**src/sv/jac_pkg.sv**
```systemverilog
package jac_pkg;

	// fixed-point constants
	localparam int FULL_SCALE = 32768;
	localparam int NUM_AX     = 3;
	localparam int PADDR_W    = 5;
	localparam int MUL_AW     = 26;
	localparam int MUL_BW     = 18;
	localparam int PROD_W     = MUL_AW + MUL_BW;

	// register reset values
	localparam logic [14:0] DEADBAND_RST = 15'd3277;
	localparam logic [15:0] SLOPE_RST    = 16'd16384;
	localparam logic [15:0] SPEED_HI_RST = 16'd256;
	localparam logic [15:0] SPEED_LO_RST = 16'd128;

	// register indexes
	typedef enum logic [2:0] {
		REG_DEADBAND_XY,
		REG_SLOPE_XY,
		REG_DEADBAND_ROT,
		REG_SLOPE_ROT,
		REG_SPEED_XY_HIGH,
		REG_SPEED_XY_LOW,
		REG_SPEED_ROT_HIGH,
		REG_SPEED_ROT_LOW
	} reg_idx_t;

	// axis indexes inside one work item
	typedef logic [1:0] ax_idx_t;
	localparam ax_idx_t AX_X   = 2'd0;
	localparam ax_idx_t AX_Y   = 2'd1;
	localparam ax_idx_t AX_ROT = 2'd2;

	typedef struct packed {
		logic signed [15:0] axis_fore;
		logic signed [15:0] axis_side;
		logic signed [15:0] axis_throttle;
		logic signed [15:0] axis_twist;
	} in_item_t;

	typedef struct packed {
		logic signed [23:0] cmd_x;
		logic signed [23:0] cmd_y;
		logic signed [23:0] cmd_rot;
	} out_item_t;

	typedef struct packed {
		logic [14:0] deadband_xy;
		logic [15:0] slope_xy;
		logic [14:0] deadband_rot;
		logic [15:0] slope_rot;
		logic [15:0] speed_xy_high;
		logic [15:0] speed_xy_low;
		logic [15:0] speed_rot_high;
		logic [15:0] speed_rot_low;
	} cfg_t;

	// one classified axis: sign, inside deadband, magnitude above deadband
	typedef struct packed {
		logic        neg;
		logic        dead;
		logic [15:0] diff;
	} axis_t;

	typedef struct packed {
		axis_t [NUM_AX-1:0] ax;
		logic  [16:0]       k16;
	} work_t;

	typedef struct packed {
		logic        start;
		logic [15:0] diff;
		logic [15:0] den;
	} div_req_t;

	typedef struct packed {
		logic        done;
		logic [15:0] quot;
	} div_rsp_t;

	typedef enum logic [3:0] {
		ST_IDLE,
		ST_FXY,
		ST_FXY_W,
		ST_FROT,
		ST_FROT_W,
		ST_DIV,
		ST_DIV_W,
		ST_GAIN,
		ST_GAIN_W,
		ST_SHAPE,
		ST_SHAPE_W,
		ST_SCALE,
		ST_SCALE_W,
		ST_FILT,
		ST_FILT_W,
		ST_OUT
	} back_state_t;

endpackage

```
**src/sv/jac_if.sv**
```systemverilog
// input channel: four raw axes
interface jac_in_if;
	logic               valid;
	logic               ready;
	jac_pkg::in_item_t  data;

	modport source (output valid, output data, input ready);
	modport sink   (input valid, input data, output ready);
endinterface

// output channel: three filtered commands
interface jac_out_if;
	logic               valid;
	logic               ready;
	jac_pkg::out_item_t data;

	modport source (output valid, output data, input ready);
	modport sink   (input valid, input data, output ready);
endinterface

```
**src/sv/jac_front.sv**
```systemverilog
module jac_front (
	input  jac_pkg::cfg_t  cfg,
	jac_in_if.sink         in_ch,
	input  logic           q_full,
	output logic           push,
	output jac_pkg::work_t work
);
	import jac_pkg::*;

	// sign, deadband test and magnitude above deadband
	function automatic axis_t classify(input logic signed [16:0] r, input logic [14:0] d);
		axis_t       ax;
		logic [16:0] mag;
		logic [16:0] dz;
		dz = {2'b00, d};
		mag = r[16] ? 17'(-r) : 17'(r);
		ax.neg = r[16];
		ax.dead = (mag <= dz);
		ax.diff = 16'(mag - dz);
		return ax;
	endfunction

	logic signed [16:0] fore_ext;
	logic signed [16:0] rx;
	logic signed [16:0] side_ext;
	logic signed [16:0] twist_ext;
	logic signed [17:0] k_wide;

	// fore axis negated, most negative code saturates
	always_comb begin
		fore_ext = 17'(in_ch.data.axis_fore);
		side_ext = 17'(in_ch.data.axis_side);
		twist_ext = 17'(in_ch.data.axis_twist);
		if (in_ch.data.axis_fore == 16'sh8000) begin
			rx = 17'sd32767;
		end else begin
			rx = -fore_ext;
		end
		k_wide = 18'sd32768 - 18'(in_ch.data.axis_throttle);
	end

	// classify all axes into one work item
	always_comb begin
		work.ax[AX_X] = classify(rx, cfg.deadband_xy);
		work.ax[AX_Y] = classify(side_ext, cfg.deadband_xy);
		work.ax[AX_ROT] = classify(twist_ext, cfg.deadband_rot);
		work.k16 = k_wide[16:0];
	end

	// accept whenever the queue has room
	assign in_ch.ready = !q_full;
	assign push = in_ch.valid && !q_full;

endmodule

```
**src/sv/jac_queue.sv**
```systemverilog
module jac_queue #(
	parameter int DEPTH = 2
) (
	input  logic           clk,
	input  logic           arst_n,
	input  logic           push,
	input  jac_pkg::work_t wr_data,
	input  logic           pop,
	output jac_pkg::work_t rd_data,
	output logic           full,
	output logic           empty
);
	import jac_pkg::*;

	localparam int PTR_W = $clog2(DEPTH);
	localparam int CNT_W = $clog2(DEPTH + 1);

	work_t            mem_q [DEPTH];
	logic [PTR_W-1:0] wr_ptr_q;
	logic [PTR_W-1:0] rd_ptr_q;
	logic [CNT_W-1:0] cnt_q;

	function automatic logic [PTR_W-1:0] next_ptr(input logic [PTR_W-1:0] p);
		logic [PTR_W-1:0] n;
		if (p == PTR_W'(DEPTH - 1)) begin
			n = '0;
		end else begin
			n = p + PTR_W'(1);
		end
		return n;
	endfunction

	// pointers and fill count
	always_ff @(posedge clk or negedge arst_n) begin
		if (!arst_n) begin
			wr_ptr_q <= '0;
			rd_ptr_q <= '0;
			cnt_q <= '0;
		end else begin
			if (push) begin
				wr_ptr_q <= next_ptr(wr_ptr_q);
			end
			if (pop) begin
				rd_ptr_q <= next_ptr(rd_ptr_q);
			end
			if (push && !pop) begin
				cnt_q <= cnt_q + CNT_W'(1);
			end else if (pop && !push) begin
				cnt_q <= cnt_q - CNT_W'(1);
			end
		end
	end

	// entry storage
	always_ff @(posedge clk) begin
		if (push) begin
			mem_q[wr_ptr_q] <= wr_data;
		end
	end

	assign rd_data = mem_q[rd_ptr_q];
	assign full = (cnt_q == CNT_W'(DEPTH));
	assign empty = (cnt_q == '0);

endmodule

```
**src/sv/jac_div.sv**
```systemverilog
module jac_div (
	input  logic              clk,
	input  logic              arst_n,
	input  jac_pkg::div_req_t req,
	output jac_pkg::div_rsp_t rsp
);
	import jac_pkg::*;

	// quotient diff * 2^15 / den, one bit a cycle
	localparam int STEPS = 16;
	localparam int CNT_W = $clog2(STEPS);

	logic             busy_q;
	logic             done_q;
	logic [CNT_W-1:0] cnt_q;
	logic [15:0]      rem_q;
	logic [15:0]      bits_q;
	logic [15:0]      den_q;
	logic [15:0]      quot_q;
	logic [16:0]      trial;
	logic             ge;
	logic [15:0]      rem_next;
	logic             last;

	// restoring step
	always_comb begin
		trial = {rem_q, bits_q[15]};
		ge = (trial >= {1'b0, den_q});
		if (ge) begin
			rem_next = 16'(trial - {1'b0, den_q});
		end else begin
			rem_next = trial[15:0];
		end
		last = (cnt_q == CNT_W'(STEPS - 1));
	end

	// step control
	always_ff @(posedge clk or negedge arst_n) begin
		if (!arst_n) begin
			busy_q <= 1'b0;
			done_q <= 1'b0;
			cnt_q <= '0;
		end else begin
			done_q <= busy_q && last;
			if (req.start) begin
				busy_q <= 1'b1;
				cnt_q <= '0;
			end else if (busy_q) begin
				cnt_q <= cnt_q + CNT_W'(1);
				if (last) begin
					busy_q <= 1'b0;
				end
			end
		end
	end

	// partial remainder and quotient; top of the dividend preloads the remainder
	always_ff @(posedge clk) begin
		if (req.start) begin
			rem_q <= {1'b0, req.diff[15:1]};
			bits_q <= {req.diff[0], 15'b0};
			den_q <= req.den;
		end else if (busy_q) begin
			rem_q <= rem_next;
			bits_q <= {bits_q[14:0], 1'b0};
			quot_q <= {quot_q[14:0], ge};
		end
	end

	assign rsp.done = done_q;
	assign rsp.quot = quot_q;

endmodule

```
**src/sv/jac_back.sv**
```systemverilog
module jac_back #(
	parameter int FILTER_ALPHA_Q16 = 65536
) (
	input  logic           clk,
	input  logic           arst_n,
	input  jac_pkg::cfg_t  cfg,
	input  jac_pkg::work_t rd_data,
	input  logic           q_empty,
	output logic           pop,
	jac_out_if.source      out_ch
);
	import jac_pkg::*;

	localparam logic signed [MUL_BW-1:0] ALPHA_B = MUL_BW'(FILTER_ALPHA_Q16);

	// arithmetic shift right, rounding toward zero
	function automatic logic signed [PROD_W-1:0] shr_tz(
		input logic signed [PROD_W-1:0] v,
		input int unsigned              n
	);
		logic signed [PROD_W-1:0] bias;
		bias = v[PROD_W-1] ? ((PROD_W'(1) <<< n) - PROD_W'(1)) : '0;
		return (v + bias) >>> n;
	endfunction

	back_state_t               state_q;
	back_state_t               state_d;
	work_t                     work_q;
	ax_idx_t                   ax_q;
	logic [15:0]               fxy_q;
	logic [15:0]               frot_q;
	logic [15:0]               m_q;
	logic signed [16:0]        g_q;
	logic signed [16:0]        s_q;
	logic signed [23:0]        c_q;
	logic signed [23:0]        filt_q [NUM_AX];
	logic signed [PROD_W-1:0]  prod_q;
	logic                      out_valid_q;
	out_item_t                 out_data_q;

	axis_t                     cur_ax;
	logic [15:0]               cur_slope;
	logic [14:0]               cur_dband;
	logic [15:0]               cur_den;
	logic [15:0]               cur_f;
	logic signed [23:0]        cur_filt;
	logic                      last_ax;
	logic                      out_free;
	logic signed [MUL_AW-1:0]  mul_a;
	logic signed [MUL_BW-1:0]  mul_b;
	logic [16:0]               om;
	logic signed [24:0]        fdiff;
	logic [16:0]               fxy_sum;
	logic [16:0]               frot_sum;
	logic [15:0]               fxy_new;
	logic [15:0]               frot_new;
	logic signed [17:0]        g_wide;
	logic signed [PROD_W-1:0]  t_shape;
	logic signed [PROD_W-1:0]  t_scale;
	logic signed [PROD_W-1:0]  t_filt;
	logic signed [16:0]        s_new;
	logic signed [23:0]        c_new;
	logic signed [23:0]        filt_new;
	div_req_t                  div_req;
	div_rsp_t                  div_rsp;

	jac_div u_div (
		.clk    (clk),
		.arst_n (arst_n),
		.req    (div_req),
		.rsp    (div_rsp)
	);

	// per-axis selection
	always_comb begin
		case (ax_q)
			AX_X: begin
				cur_ax = work_q.ax[AX_X];
				cur_filt = filt_q[AX_X];
			end
			AX_Y: begin
				cur_ax = work_q.ax[AX_Y];
				cur_filt = filt_q[AX_Y];
			end
			AX_ROT: begin
				cur_ax = work_q.ax[AX_ROT];
				cur_filt = filt_q[AX_ROT];
			end
			default: begin
				cur_ax = work_q.ax[AX_X];
				cur_filt = filt_q[AX_X];
			end
		endcase
		last_ax = (ax_q == AX_ROT);
		cur_slope = last_ax ? cfg.slope_rot : cfg.slope_xy;
		cur_dband = last_ax ? cfg.deadband_rot : cfg.deadband_xy;
		cur_f = last_ax ? frot_q : fxy_q;
		cur_den = 16'(17'(FULL_SCALE) - {2'b00, cur_dband});
		om = 17'(FULL_SCALE) - {1'b0, m_q};
		fdiff = 25'(c_q) - 25'(cur_filt);
		out_free = !out_valid_q || out_ch.ready;
	end

	// shared multiplier operands
	always_comb begin
		mul_a = '0;
		mul_b = '0;
		case (state_q)
			ST_FXY: begin
				mul_a = signed'({10'b0, 16'(cfg.speed_xy_high - cfg.speed_xy_low)});
				mul_b = signed'({1'b0, work_q.k16});
			end
			ST_FROT: begin
				mul_a = signed'({10'b0, 16'(cfg.speed_rot_high - cfg.speed_rot_low)});
				mul_b = signed'({1'b0, work_q.k16});
			end
			ST_GAIN: begin
				mul_a = signed'({10'b0, cur_slope});
				mul_b = signed'({1'b0, om});
			end
			ST_SHAPE: begin
				mul_a = MUL_AW'(g_q);
				mul_b = signed'({2'b00, m_q});
			end
			ST_SCALE: begin
				mul_a = MUL_AW'(s_q);
				mul_b = signed'({2'b00, cur_f});
			end
			ST_FILT: begin
				mul_a = MUL_AW'(fdiff);
				mul_b = ALPHA_B;
			end
			default: begin
				mul_a = '0;
				mul_b = '0;
			end
		endcase
	end

	// results taken from the registered product
	always_comb begin
		fxy_sum = 17'(cfg.speed_xy_low) + 17'(prod_q[31:16]);
		frot_sum = 17'(cfg.speed_rot_low) + 17'(prod_q[31:16]);
		fxy_new = (cfg.speed_xy_low > cfg.speed_xy_high) ? cfg.speed_xy_high : fxy_sum[15:0];
		frot_new = (cfg.speed_rot_low > cfg.speed_rot_high) ? cfg.speed_rot_high
			: frot_sum[15:0];
		g_wide = 18'sd32768 - signed'({2'b00, prod_q[30:15]});
		t_shape = shr_tz(prod_q, 15);
		s_new = cur_ax.neg ? 17'(-t_shape) : 17'(t_shape);
		t_scale = shr_tz(prod_q, 8);
		if (t_scale > PROD_W'(8388607)) begin
			c_new = 24'sh7fffff;
		end else if (t_scale < -PROD_W'(8388608)) begin
			c_new = 24'sh800000;
		end else begin
			c_new = t_scale[23:0];
		end
		t_filt = shr_tz(prod_q, 16);
		filt_new = cur_filt + 24'(t_filt);
	end

	// sequencer next state
	always_comb begin
		state_d = state_q;
		pop = 1'b0;
		div_req.start = 1'b0;
		div_req.diff = cur_ax.diff;
		div_req.den = cur_den;
		case (state_q)
			ST_IDLE: begin
				if (!q_empty) begin
					pop = 1'b1;
					state_d = ST_FXY;
				end
			end
			ST_FXY: state_d = ST_FXY_W;
			ST_FXY_W: state_d = ST_FROT;
			ST_FROT: state_d = ST_FROT_W;
			ST_FROT_W: state_d = ST_DIV;
			ST_DIV: begin
				if (cur_ax.dead) begin
					state_d = ST_SCALE;
				end else begin
					div_req.start = 1'b1;
					state_d = ST_DIV_W;
				end
			end
			ST_DIV_W: begin
				if (div_rsp.done) begin
					state_d = ST_GAIN;
				end
			end
			ST_GAIN: state_d = ST_GAIN_W;
			ST_GAIN_W: state_d = ST_SHAPE;
			ST_SHAPE: state_d = ST_SHAPE_W;
			ST_SHAPE_W: state_d = ST_SCALE;
			ST_SCALE: state_d = ST_SCALE_W;
			ST_SCALE_W: state_d = ST_FILT;
			ST_FILT: state_d = ST_FILT_W;
			ST_FILT_W: state_d = last_ax ? ST_OUT : ST_DIV;
			ST_OUT: begin
				if (out_free) begin
					state_d = ST_IDLE;
				end
			end
			default: state_d = ST_IDLE;
		endcase
	end

	// state register
	always_ff @(posedge clk or negedge arst_n) begin
		if (!arst_n) begin
			state_q <= ST_IDLE;
		end else begin
			state_q <= state_d;
		end
	end

	// axis index, filter state and output valid
	always_ff @(posedge clk or negedge arst_n) begin
		if (!arst_n) begin
			ax_q <= AX_X;
			out_valid_q <= 1'b0;
			for (int i = 0; i < NUM_AX; i++) begin
				filt_q[i] <= '0;
			end
		end else begin
			if (state_q == ST_IDLE) begin
				ax_q <= AX_X;
			end else if (state_q == ST_FILT_W && !last_ax) begin
				ax_q <= ax_q + 2'd1;
			end
			if (state_q == ST_FILT_W) begin
				for (int i = 0; i < NUM_AX; i++) begin
					if (ax_q == ax_idx_t'(i)) begin
						filt_q[i] <= filt_new;
					end
				end
			end
			if (state_q == ST_OUT && out_free) begin
				out_valid_q <= 1'b1;
			end else if (out_ch.ready) begin
				out_valid_q <= 1'b0;
			end
		end
	end

	// datapath registers
	always_ff @(posedge clk) begin
		prod_q <= mul_a * mul_b;
		if (pop) begin
			work_q <= rd_data;
		end
		case (state_q)
			ST_FXY_W: fxy_q <= fxy_new;
			ST_FROT_W: frot_q <= frot_new;
			ST_DIV: begin
				if (cur_ax.dead) begin
					s_q <= '0;
				end
			end
			ST_DIV_W: begin
				if (div_rsp.done) begin
					m_q <= div_rsp.quot;
				end
			end
			ST_GAIN_W: g_q <= g_wide[16:0];
			ST_SHAPE_W: s_q <= s_new;
			ST_SCALE_W: c_q <= c_new;
			ST_OUT: begin
				if (out_free) begin
					out_data_q.cmd_x <= filt_q[AX_X];
					out_data_q.cmd_y <= filt_q[AX_Y];
					out_data_q.cmd_rot <= filt_q[AX_ROT];
				end
			end
			default: begin
			end
		endcase
	end

	assign out_ch.valid = out_valid_q;
	assign out_ch.data = out_data_q;

endmodule

```
**src/sv/joystick_axis_conditioner.sv**
```systemverilog
// channel   dir  handshake      payload
// in_ch     in   valid/ready    axis_fore, axis_side, axis_throttle, axis_twist (16b signed)
// out_ch    out  valid/ready    cmd_x, cmd_y, cmd_rot (24b signed)
// apb       in   psel/penable   eight config registers at 4*index, pready tied high
//
// an item gets xy and rot speed factors, then per axis divide, gain, shape, scale, filter;
// dead axes skip to scale; shared one-bit-a-cycle divider and single multiplier
// reset loads the register defaults, clears the filter state and empties the queue
// input stalls only when the work queue is full; the back end stalls only while
// a finished result waits in the output register
module joystick_axis_conditioner #(
	parameter int FILTER_ALPHA_Q16 = 65536,
	parameter int QUEUE_DEPTH      = 2
) (
	input  logic                        clk,
	input  logic                        arst_n,
	jac_in_if.sink                      in_ch,
	jac_out_if.source                   out_ch,
	input  logic                        psel,
	input  logic                        penable,
	input  logic                        pwrite,
	input  logic [jac_pkg::PADDR_W-1:0] paddr,
	input  logic [31:0]                 pwdata,
	output logic [31:0]                 prdata,
	output logic                        pready
);
	import jac_pkg::*;

	cfg_t     cfg_q;
	reg_idx_t reg_idx;
	logic     wr_en;
	logic     push;
	logic     pop;
	logic     q_full;
	logic     q_empty;
	work_t    wr_data;
	work_t    rd_data;

	assign pready = 1'b1;
	assign reg_idx = reg_idx_t'(paddr[4:2]);
	assign wr_en = psel && penable && pwrite && pready;

	// configuration registers
	always_ff @(posedge clk or negedge arst_n) begin
		if (!arst_n) begin
			cfg_q.deadband_xy <= DEADBAND_RST;
			cfg_q.slope_xy <= SLOPE_RST;
			cfg_q.deadband_rot <= DEADBAND_RST;
			cfg_q.slope_rot <= SLOPE_RST;
			cfg_q.speed_xy_high <= SPEED_HI_RST;
			cfg_q.speed_xy_low <= SPEED_LO_RST;
			cfg_q.speed_rot_high <= SPEED_HI_RST;
			cfg_q.speed_rot_low <= SPEED_LO_RST;
		end else if (wr_en) begin
			case (reg_idx)
				REG_DEADBAND_XY: cfg_q.deadband_xy <= pwdata[14:0];
				REG_SLOPE_XY: cfg_q.slope_xy <= pwdata[15:0];
				REG_DEADBAND_ROT: cfg_q.deadband_rot <= pwdata[14:0];
				REG_SLOPE_ROT: cfg_q.slope_rot <= pwdata[15:0];
				REG_SPEED_XY_HIGH: cfg_q.speed_xy_high <= pwdata[15:0];
				REG_SPEED_XY_LOW: cfg_q.speed_xy_low <= pwdata[15:0];
				REG_SPEED_ROT_HIGH: cfg_q.speed_rot_high <= pwdata[15:0];
				REG_SPEED_ROT_LOW: cfg_q.speed_rot_low <= pwdata[15:0];
				default: begin
				end
			endcase
		end
	end

	// register readback
	always_comb begin
		case (reg_idx)
			REG_DEADBAND_XY: prdata = 32'(cfg_q.deadband_xy);
			REG_SLOPE_XY: prdata = 32'(cfg_q.slope_xy);
			REG_DEADBAND_ROT: prdata = 32'(cfg_q.deadband_rot);
			REG_SLOPE_ROT: prdata = 32'(cfg_q.slope_rot);
			REG_SPEED_XY_HIGH: prdata = 32'(cfg_q.speed_xy_high);
			REG_SPEED_XY_LOW: prdata = 32'(cfg_q.speed_xy_low);
			REG_SPEED_ROT_HIGH: prdata = 32'(cfg_q.speed_rot_high);
			REG_SPEED_ROT_LOW: prdata = 32'(cfg_q.speed_rot_low);
			default: prdata = '0;
		endcase
	end

	jac_front u_front (
		.cfg    (cfg_q),
		.in_ch  (in_ch),
		.q_full (q_full),
		.push   (push),
		.work   (wr_data)
	);

	jac_queue #(
		.DEPTH (QUEUE_DEPTH)
	) u_queue (
		.clk     (clk),
		.arst_n  (arst_n),
		.push    (push),
		.wr_data (wr_data),
		.pop     (pop),
		.rd_data (rd_data),
		.full    (q_full),
		.empty   (q_empty)
	);

	jac_back #(
		.FILTER_ALPHA_Q16 (FILTER_ALPHA_Q16)
	) u_back (
		.clk     (clk),
		.arst_n  (arst_n),
		.cfg     (cfg_q),
		.rd_data (rd_data),
		.q_empty (q_empty),
		.pop     (pop),
		.out_ch  (out_ch)
	);

endmodule

```
**src/flat_wrapper.sv**
```systemverilog
// flat-port wrapper written by rule: the top's interface ports become plain ports
module joystick_axis_conditioner_flat import jac_pkg::*;
#(
	parameter int FILTER_ALPHA_Q16 = 65536,
	parameter int QUEUE_DEPTH      = 2
)
  (clk, arst_n, psel, penable, pwrite, paddr, pwdata, prdata, pready, in_ch_valid, in_ch_data, in_ch_ready, out_ch_valid, out_ch_data, out_ch_ready);
  jac_in_if in_ch_i ();
  jac_out_if out_ch_i ();
  input  logic clk;
  input  logic arst_n;
  input  logic psel;
  input  logic penable;
  input  logic pwrite;
  input  logic [jac_pkg::PADDR_W-1:0] paddr;
  input  logic [31:0] pwdata;
  output logic [31:0] prdata;
  output logic pready;
  input wire logic [$bits(in_ch_i.valid)-1:0] in_ch_valid;
  input wire logic [$bits(in_ch_i.data)-1:0] in_ch_data;
  output wire logic [$bits(in_ch_i.ready)-1:0] in_ch_ready;
  output wire logic [$bits(out_ch_i.valid)-1:0] out_ch_valid;
  output wire logic [$bits(out_ch_i.data)-1:0] out_ch_data;
  input wire logic [$bits(out_ch_i.ready)-1:0] out_ch_ready;
  assign in_ch_i.valid = in_ch_valid;
  assign in_ch_i.data = in_ch_data;
  assign in_ch_ready = in_ch_i.ready;
  assign out_ch_valid = out_ch_i.valid;
  assign out_ch_data = out_ch_i.data;
  assign out_ch_i.ready = out_ch_ready;
  joystick_axis_conditioner #(.FILTER_ALPHA_Q16(FILTER_ALPHA_Q16), .QUEUE_DEPTH(QUEUE_DEPTH)) u_core (.clk(clk), .arst_n(arst_n), .in_ch(in_ch_i), .out_ch(out_ch_i), .psel(psel), .penable(penable), .pwrite(pwrite), .paddr(paddr), .pwdata(pwdata), .prdata(prdata), .pready(pready));
endmodule
```
**config.mk**
```make
export PLATFORM = sky130hd
export DESIGN_NAME = joystick_axis_conditioner_flat
export DESIGN_NICKNAME = d
export VERILOG_FILES = /design/src/sv/jac_pkg.sv /design/src/sv/jac_if.sv /design/src/sv/jac_front.sv /design/src/sv/jac_queue.sv /design/src/sv/jac_div.sv /design/src/sv/jac_back.sv /design/src/sv/joystick_axis_conditioner.sv /design/src/flat_wrapper.sv
export SDC_FILE = /design/constraint.sdc
export NUM_CORES = 2
export LEC_CHECK = 0
export BUFFER_PORTS_ARGS = -buffer_cell sky130_fd_sc_hd__buf_2
export CAP_MARGIN = 30
export CORE_ASPECT_RATIO = 1.75
export CORE_MARGIN = 4
export CORE_UTILIZATION = 39
export DETAILED_ROUTE_END_ITERATION = 12
export PLACE_DENSITY_LB_ADDON = 0.1
export SYNTH_ARGS = -nofsm -noshare
export SYNTH_HDL_FRONTEND = slang
export SYNTH_SLANG_ARGS = --single-unit
```
**constraint.sdc**
```tcl
create_clock -name clk -period 17.8 [get_ports clk]
set_input_delay 0.89 -clock clk [delete_from_list [all_inputs] [get_ports clk]]
set_output_delay 0.89 -clock clk [all_outputs]
set_load 0.01 [all_outputs]
```
# --- Yosys cells after proc, flatten, opt, wreduce, memory -nomap -nowiden ---
# Memories as Yosys holds them, arrays and structs flattened. A register that Yosys moved wholly into a read port is not among the register bits.
# Cells that the tools add are included.
word_totals:
  reg_bits: 486
  mem_bits_rw: 142
  input_bits: 108
  output_inout_bits: 107
  word_cells: 196
  memories: 1
classes:
  addsub: 28
  multipliers: 1
  n_lt_le_gt_ge: 8
  n_eq_ne: 31
  muxes: 51
  bitwise_logic: 1
  reduce_logical: 40
mem_list:
  columns: ["name", "words", "width", "rd", "rd_clocked_by_memory_dff", "wr", "line", "text"]
  rows:
  - ["u_core.u_queue.mem_q", 2, 71, 1, 1, 1, "jac_queue.sv:18", "work_t mem_q [DEPTH];"]
op_table:
  columns: ["operator", "count"]
  rows:
  - ["$pmux W32 S8", 1]
  - ["$pmux W26 S6", 1]
  - ["$mux W16", 8]
  - ["$mux W17", 6]
  - ["$pmux W17 S5", 1]
  - ["$pmux W4 S16", 1]
  - ["$mux W15", 4]
  - ["$le A17 B15 Y1", 3]
  - ["$neg A16 Y17", 3]
  - ["$pmux W24 S2", 1]
  - ["$sub A16 B15 Y16", 3]
  - ["$sub A16 B16 Y16", 3]
  - ["$add A44 B9 Y44", 1]
  - ["$mul A26 B18 Y44", 1]
  - ["$add A40 B17 Y40", 1]
  - ["$eq A4 B4 Y1 const B", 9]
  - ["$gt A36 B24 Y1 const B", 1]
  - ["$lt A36 B24 Y1 const B", 1]
  - ["$pmux W18 S2", 1]
  - ["$neg A17 Y17", 2]
  - ["$pmux W17 S2", 1]
  - ["$sub A16 B16 Y17 const A", 2]
  - ["$add A16 B16 Y16", 2]
  - ["$add A32 B16 Y32", 1]
  - ["37 further kinds", 102]

# --- Depth between registers and ports, before layout ---
logic_depth:
  depth_word: 7
  mapped_depth: 50
  ltp_nobuf: 44

# --- Modules after synthesis ---
# Synthesis repeated with hierarchy kept, for this count alone.
unflattened:
  hier_cells: 5666
  area_unflattened_um2: 57358.8
by_module_without_submodules:
  columns: ["module", "instances", "cells_each", "area_per_inst_um2", "seq_area_each_um2"]
  rows:
  - ["jac_back", 1, 4123, 38401.8, 10334.9]
  - ["joystick_axis_conditioner", 1, 429, 6024.5, 3178.0]
  - ["jac_queue", 1, 237, 5660.4, 4364.2]
  - ["jac_front", 1, 596, 4072.7, 0.0]
  - ["jac_div", 1, 281, 3199.3, 1611.5]

# --- Worst setup path before layout ---
# OpenSTA, ideal clock, no wires.
synth_path:
  path_type: "register to register"
  startpoint: "register u_core.u_back.ax_q[0]"
  endpoint: "register u_core.u_back.prod_q[43]"
  setup_time_ps: 120
  arrival_ps: 12036
  t_required_ps: 17680
  slack_ps: 5644
  stages_incl_launch_ff: 49
  path_buffers: 6
  period_less_slack_ps: 12156
  cell_sequence: "dfrtp_1 inv_1 ha_1 buf_4 clkbuf_1 clkbuf_1 clkbuf_1 clkbuf_1 buf_1 a22oi_1 a21oi_1 ha_1 inv_1 a21o_1 maj3_2 maj3_2 maj3_2 o21ai_1 (+13 left out) fa_1 inv_1 fa_1 inv_1 ha_1 nand3_1 nor2_1 a211o_1 a21oi_1 o21ai_0 a31o_2 a31o_2 a41o_1 a31o_2 and2_1 a221o_1 a21oi_1 xnor2_1"
synth_via:
  elab_chain_len: 5
synth_lines:
  columns: ["item", "line", "text"]
  rows:
  - ["start, declared", "jac_back.sv:29", "ax_idx_t ax_q;"]
  - ["start signal, assigned", "jac_back.sv:231", "ax_q <= ax_q + 2'd1;"]
  - ["$eq A2 B2 Y1 / $eq A2 B1 Y1 (equally long branches)", "jac_back.sv:76, jac_back.sv:94", null]
  - ["$pmux W24 S2", "jac_back.sv:76", "case (ax_q)"]
  - ["$sub A24 B24 Y25", "jac_back.sv:100", "fdiff = 25'(c_q) - 25'(cur_filt);"]
  - ["$pmux W26 S6", "jac_back.sv:108", "case (state_q)"]
  - ["$mul A26 B18 Y44 *", "jac_back.sv:250", "prod_q <= mul_a * mul_b;"]
  - ["end signal, assigned", "jac_back.sv:250", null]
  - ["end, declared", "jac_back.sv:37", "logic signed [PROD_W-1:0] prod_q;"]
# Every way passes the cells marked *; elsewhere a longest branch is shown, timed or not.
# A chain may end at the register's enable or synchronous reset.

# --- Final worst setup path ---
layout_path:
  startpoint: "register u_core.u_back.ax_q[0]"
  endpoint: "register u_core.u_back.prod_q[40]"
# The elaborated chain is that of the path after synthesis.

==> run metrics <==
Critical Setup Path Class flop to flop; Die Ht roughly 510 microns; overall via count from detail_route 40,700; unique cell type count in the Yosys netlist 95; required time reported for the critical path endpoint 18,390 ps; delay of the slowest critical-path stage 820 ps; area of the placeable core around 0.14 sq mm; FF+latch count, synth between 600 and 700; number of gates resized after CTS 0; average vias per placed instance 5.38; global placement routability congestion 0.952; Hold WC Path Type input port to async pin; H-tree depth 3; critical path launch point type flop; TritonCTS Buffers approximately 70; sum of overflow across all layers after global routing 0; portion of the clock cycle consumed by the worst path in the final layout 0.725; count of pins over their slew limit 0; number of standard cells after synthesis between 5,000 and 6,000; internal power contribution 5.97 mW; Sinks on Clock Net about 700; Yosys warning count 0; pin count of the biggest net entering global routing 105; worst setup path end u_core.u_back.prod_q[40]$_DFF_P_; full die area 0.148 sq mm; row count 182; clock share of power 0.132; crit path from u_core.u_back.ax_q[0]$_DFFE_PN0P_; Worst Tran Pin Value 1040 ps; number of antenna violations at the first check in global routing 2; post-detailed-route wirelength per cell approximately 24 microns; CTS tree yes; maximum ir drop on the vdd rail 0.125 mV; post-layout min period 12,910 ps; setup clock skew after layout 61.9 ps; I/O pin total around 220; Tot GR Track Use 0.250; reg-to-reg critical path endpoint u_core.u_back.prod_q[40]$_DFF_P_; final design utilization 0.434; Post-synth EDFFs 439; status finished clean; number of optimization iterations in the first detailed-route pass 9; Most used DFF post-synth sky130_fd_sc_hd__edfxtp_1; Gate power share 0.641; proportion of synthesized chip area in sequential cells 0.354; worst slew slack as a fraction of its limit 0.305; unrepaired setup endpoints after global routing false; share of async-settable or async-resettable flops after synthesis 0.308; wire length reported by the detailed router 185,000 microns; worst flop-to-flop path startpoint u_core.u_back.ax_q[0]$_DFFE_PN0P_; power per cell area 194 mW/mm^2; slack of the critical path between 4000 and 5000 ps; power dissipated by switching net loads 5.86 mW; tightest hold margin 282 ps; mean instance size in the synthesized netlist 9.97 sq um; hold-fix buffer count after cts 0; Die Wd 292 microns; post-synthesis to final-layout area growth 10.7%; Post-layout nets 6,498; worst setup timing slack at the placement stage 4870 ps; Max Root-Sink Buffers 3; setup violators final 0; clock input transition at the sequential cells of the worst setup and hold paths roughly 60 ps; Worst path slowest cell sky130_fd_sc_hd__or4_1; CP Capture Type flop; peak fanout along the critical path 38; buffers inserted by post-CTS timing repair 0; IO Port Bufs 179; final hold vios 0; summed negative setup slack over all endpoints 0 ps; most used cell along the critical path sky130_fd_sc_hd__fa_1; reg2reg setup slack 4890 ps; Starting Density 0.392; source-to-sink clock delay at the later pin of the worst-skew pair approximately 680 ps; leakage around 26 nW; clock root buffer sky130_fd_sc_hd__clkbuf_16; layout cells sized above 1 0.123; initial drt markers 2,533; R2R cell count between 40 and 50; antenna viol nets, final 0; Worst EP arrival 13,500 ps; sum of net half-perimeters after detailed placement 148,000 microns; maximum clock frequency 77.5 MHz; netlist area before placement 0.0551 sq mm; number of global-route vias before repair 42,800; sequential fraction of design power 0.228; detailed-route DRC error count 0; number of fillers in the final layout 13,600; max-cap violation count 0; wire length of the first global-routing pass approximately 280,000 microns; Net Sw Frac 0.495
==> critical path: cells and delay by family, from the launching register on <==
kind,cells,cell delay [ps]
adder cells (fa/ha/maj),14,5860
buffers and inverters,7,1130
flip-flops,1,400
AND/OR/NAND/NOR,5,1300
AO/OA/AOI/OAI,15,3240
XOR/XNOR,2,880
==> placed cells by master, fill, tap and decap left out, types with 72 or more instances in the layout <==
cell,count
sky130_fd_sc_hd__mux2_2,198
sky130_fd_sc_hd__dfrtp_1,194
sky130_fd_sc_hd__a21o_1,75
sky130_fd_sc_hd__buf_4,105
sky130_fd_sc_hd__mux2i_1,88
sky130_fd_sc_hd__edfxtp_1,439
sky130_fd_sc_hd__nand3_1,72
sky130_fd_sc_hd__inv_1,760
sky130_fd_sc_hd__ha_1,284
sky130_fd_sc_hd__nor2_1,458
sky130_fd_sc_hd__nor3_1,86
sky130_fd_sc_hd__xor2_1,112
sky130_fd_sc_hd__buf_2,180
sky130_fd_sc_hd__xnor2_1,247
sky130_fd_sc_hd__o21ai_0,290
sky130_fd_sc_hd__fa_1,430
sky130_fd_sc_hd__a21oi_1,240
sky130_fd_sc_hd__nand2_1,457
sky130_fd_sc_hd__clkbuf_16,72
==> sequential cells by signal (all words and copies together), names as in the netlist, 17 cells and up <==
signal                     cells
u_core.u_back.c_q             24
u_core.u_back.prod_q          44
u_core.u_back.filt_q          72
u_core.u_back.out_ch.data     72
u_core.u_back.g_q             17
u_core.u_back.s_q             17
u_core.u_queue.mem_q         142
u_core.cfg_q                 126
u_core.u_back.work_q          71
==> worst min path at each step <==
stage | start | end | slack (ps) | cells after the start
2_1_floorplan | u_core.u_back.u_div.quot_q[15]$_DFFE_PP_ | u_core.u_back.m_q[15]$_DFFE_PP_ | 400 | 0
3_3_place_gp | u_core.u_back.u_div.quot_q[15]$_DFFE_PP_ | u_core.u_back.m_q[15]$_DFFE_PP_ | 410 | 0
3_5_place_dp | u_core.u_back.u_div.quot_q[15]$_DFFE_PP_ | u_core.u_back.m_q[15]$_DFFE_PP_ | 410 | 0
4_1_cts | arst_n | u_core.cfg_q[30]$_DFFE_PN0P_ | 300 | 1
5_1_grt | arst_n | u_core.cfg_q[29]$_DFFE_PN0P_ | 330 | 1
6_report | arst_n | u_core.cfg_q[29]$_DFFE_PN0P_ | 280 | 1
==> synth_stat cells, types with 46 or more instances <==
library cell               count  area, sq um
sky130_fd_sc_hd__and2_1       46          288
sky130_fd_sc_hd__dfrtp_1     195         4880
sky130_fd_sc_hd__edfxtp_1    439        13200
sky130_fd_sc_hd__xor2_1      112          981
sky130_fd_sc_hd__a22oi_1      52          390
sky130_fd_sc_hd__nor2_1      463         1740
sky130_fd_sc_hd__a21o_1       75          563
sky130_fd_sc_hd__nand3_1      72          360
sky130_fd_sc_hd__fa_1        430         8610
sky130_fd_sc_hd__xnor2_1     247         2160
sky130_fd_sc_hd__nand2b_1     68          425
sky130_fd_sc_hd__a21oi_1     242         1210
sky130_fd_sc_hd__nor3_1       95          475
sky130_fd_sc_hd__ha_1        287         3590
sky130_fd_sc_hd__nor2b_1      68          425
sky130_fd_sc_hd__clkbuf_1    184          691
sky130_fd_sc_hd__mux2i_1      88          881
sky130_fd_sc_hd__nand2_1     457         1720
sky130_fd_sc_hd__inv_1       761         2860
sky130_fd_sc_hd__mux2_2      198         2230
sky130_fd_sc_hd__o21ai_0     291         1460
==> per-layer routing <==
metal,share of wire,vias to the layer above,GRT usage
met2,0.55,919,0.479
met4,0.082,0,0.165
met3,0.030,361,0.0265
met1,0.34,20400,0.251
met5,0,-,0
li1,-,19000,-
==> kinds of logic (layout without fill, tap and decap cells) <==
| family | count (synthesis) | in the layout | share of synthesized area |
|---|---|---|---|
| AND/OR/NAND/NOR | 1421 | 1421 | 0.117 |
| AO/OA/AOI/OAI | 1026 | 1026 | 0.119 |
| buffers and inverters | 996 | 1184 | 0.0695 |
| adder cells (fa/ha/maj) | 727 | 727 | 0.223 |
| flip-flops | 699 | 699 | 0.354 |
| XOR/XNOR | 360 | 360 | 0.0574 |
| multiplexers | 295 | 295 | 0.0598 |
| other | 2 | 18 | 0.000136 |
==> power groups by stage <==
stage               Clock [mW]  Combinational (mW)  Sequential (mW)
floorplan                    0                5.06             2.57
global placement             0                7.53             2.73
detailed placement           0                7.56             2.72
CTS                       1.59                7.66             2.69
global route              1.65                8.40             2.73
finish                    1.56                7.58             2.69
==> area by class of cell <==
class                           count  area, sq um  share of cell area
Timing Repair Buffer              296         1940              0.0318
Clock buffer                       82         1880              0.0309
Antenna cell                        1         2.50           0.0000410
Inverter                          762         2860              0.0469
Clock inverter                     44          487             0.00798
Tap cell                         1840         2300              0.0377
Multi-Input combinational cell   3846        32000               0.525
Sequential cell                   699        19500               0.320
==> per-stage QoR <==
stage	instance area [sq um]	instances	power, mW
3_5_place_dp	58500	7439	10.3
3_3_place_gp	58400	7430	10.3
4_1_cts	60900	7565	11.9
5_1_grt	61000	7570	12.8
2_1_floorplan	55200	5541	7.63
6_report	61000	7570	11.8
Note: power is estimated with default switching activity, not from simulation.
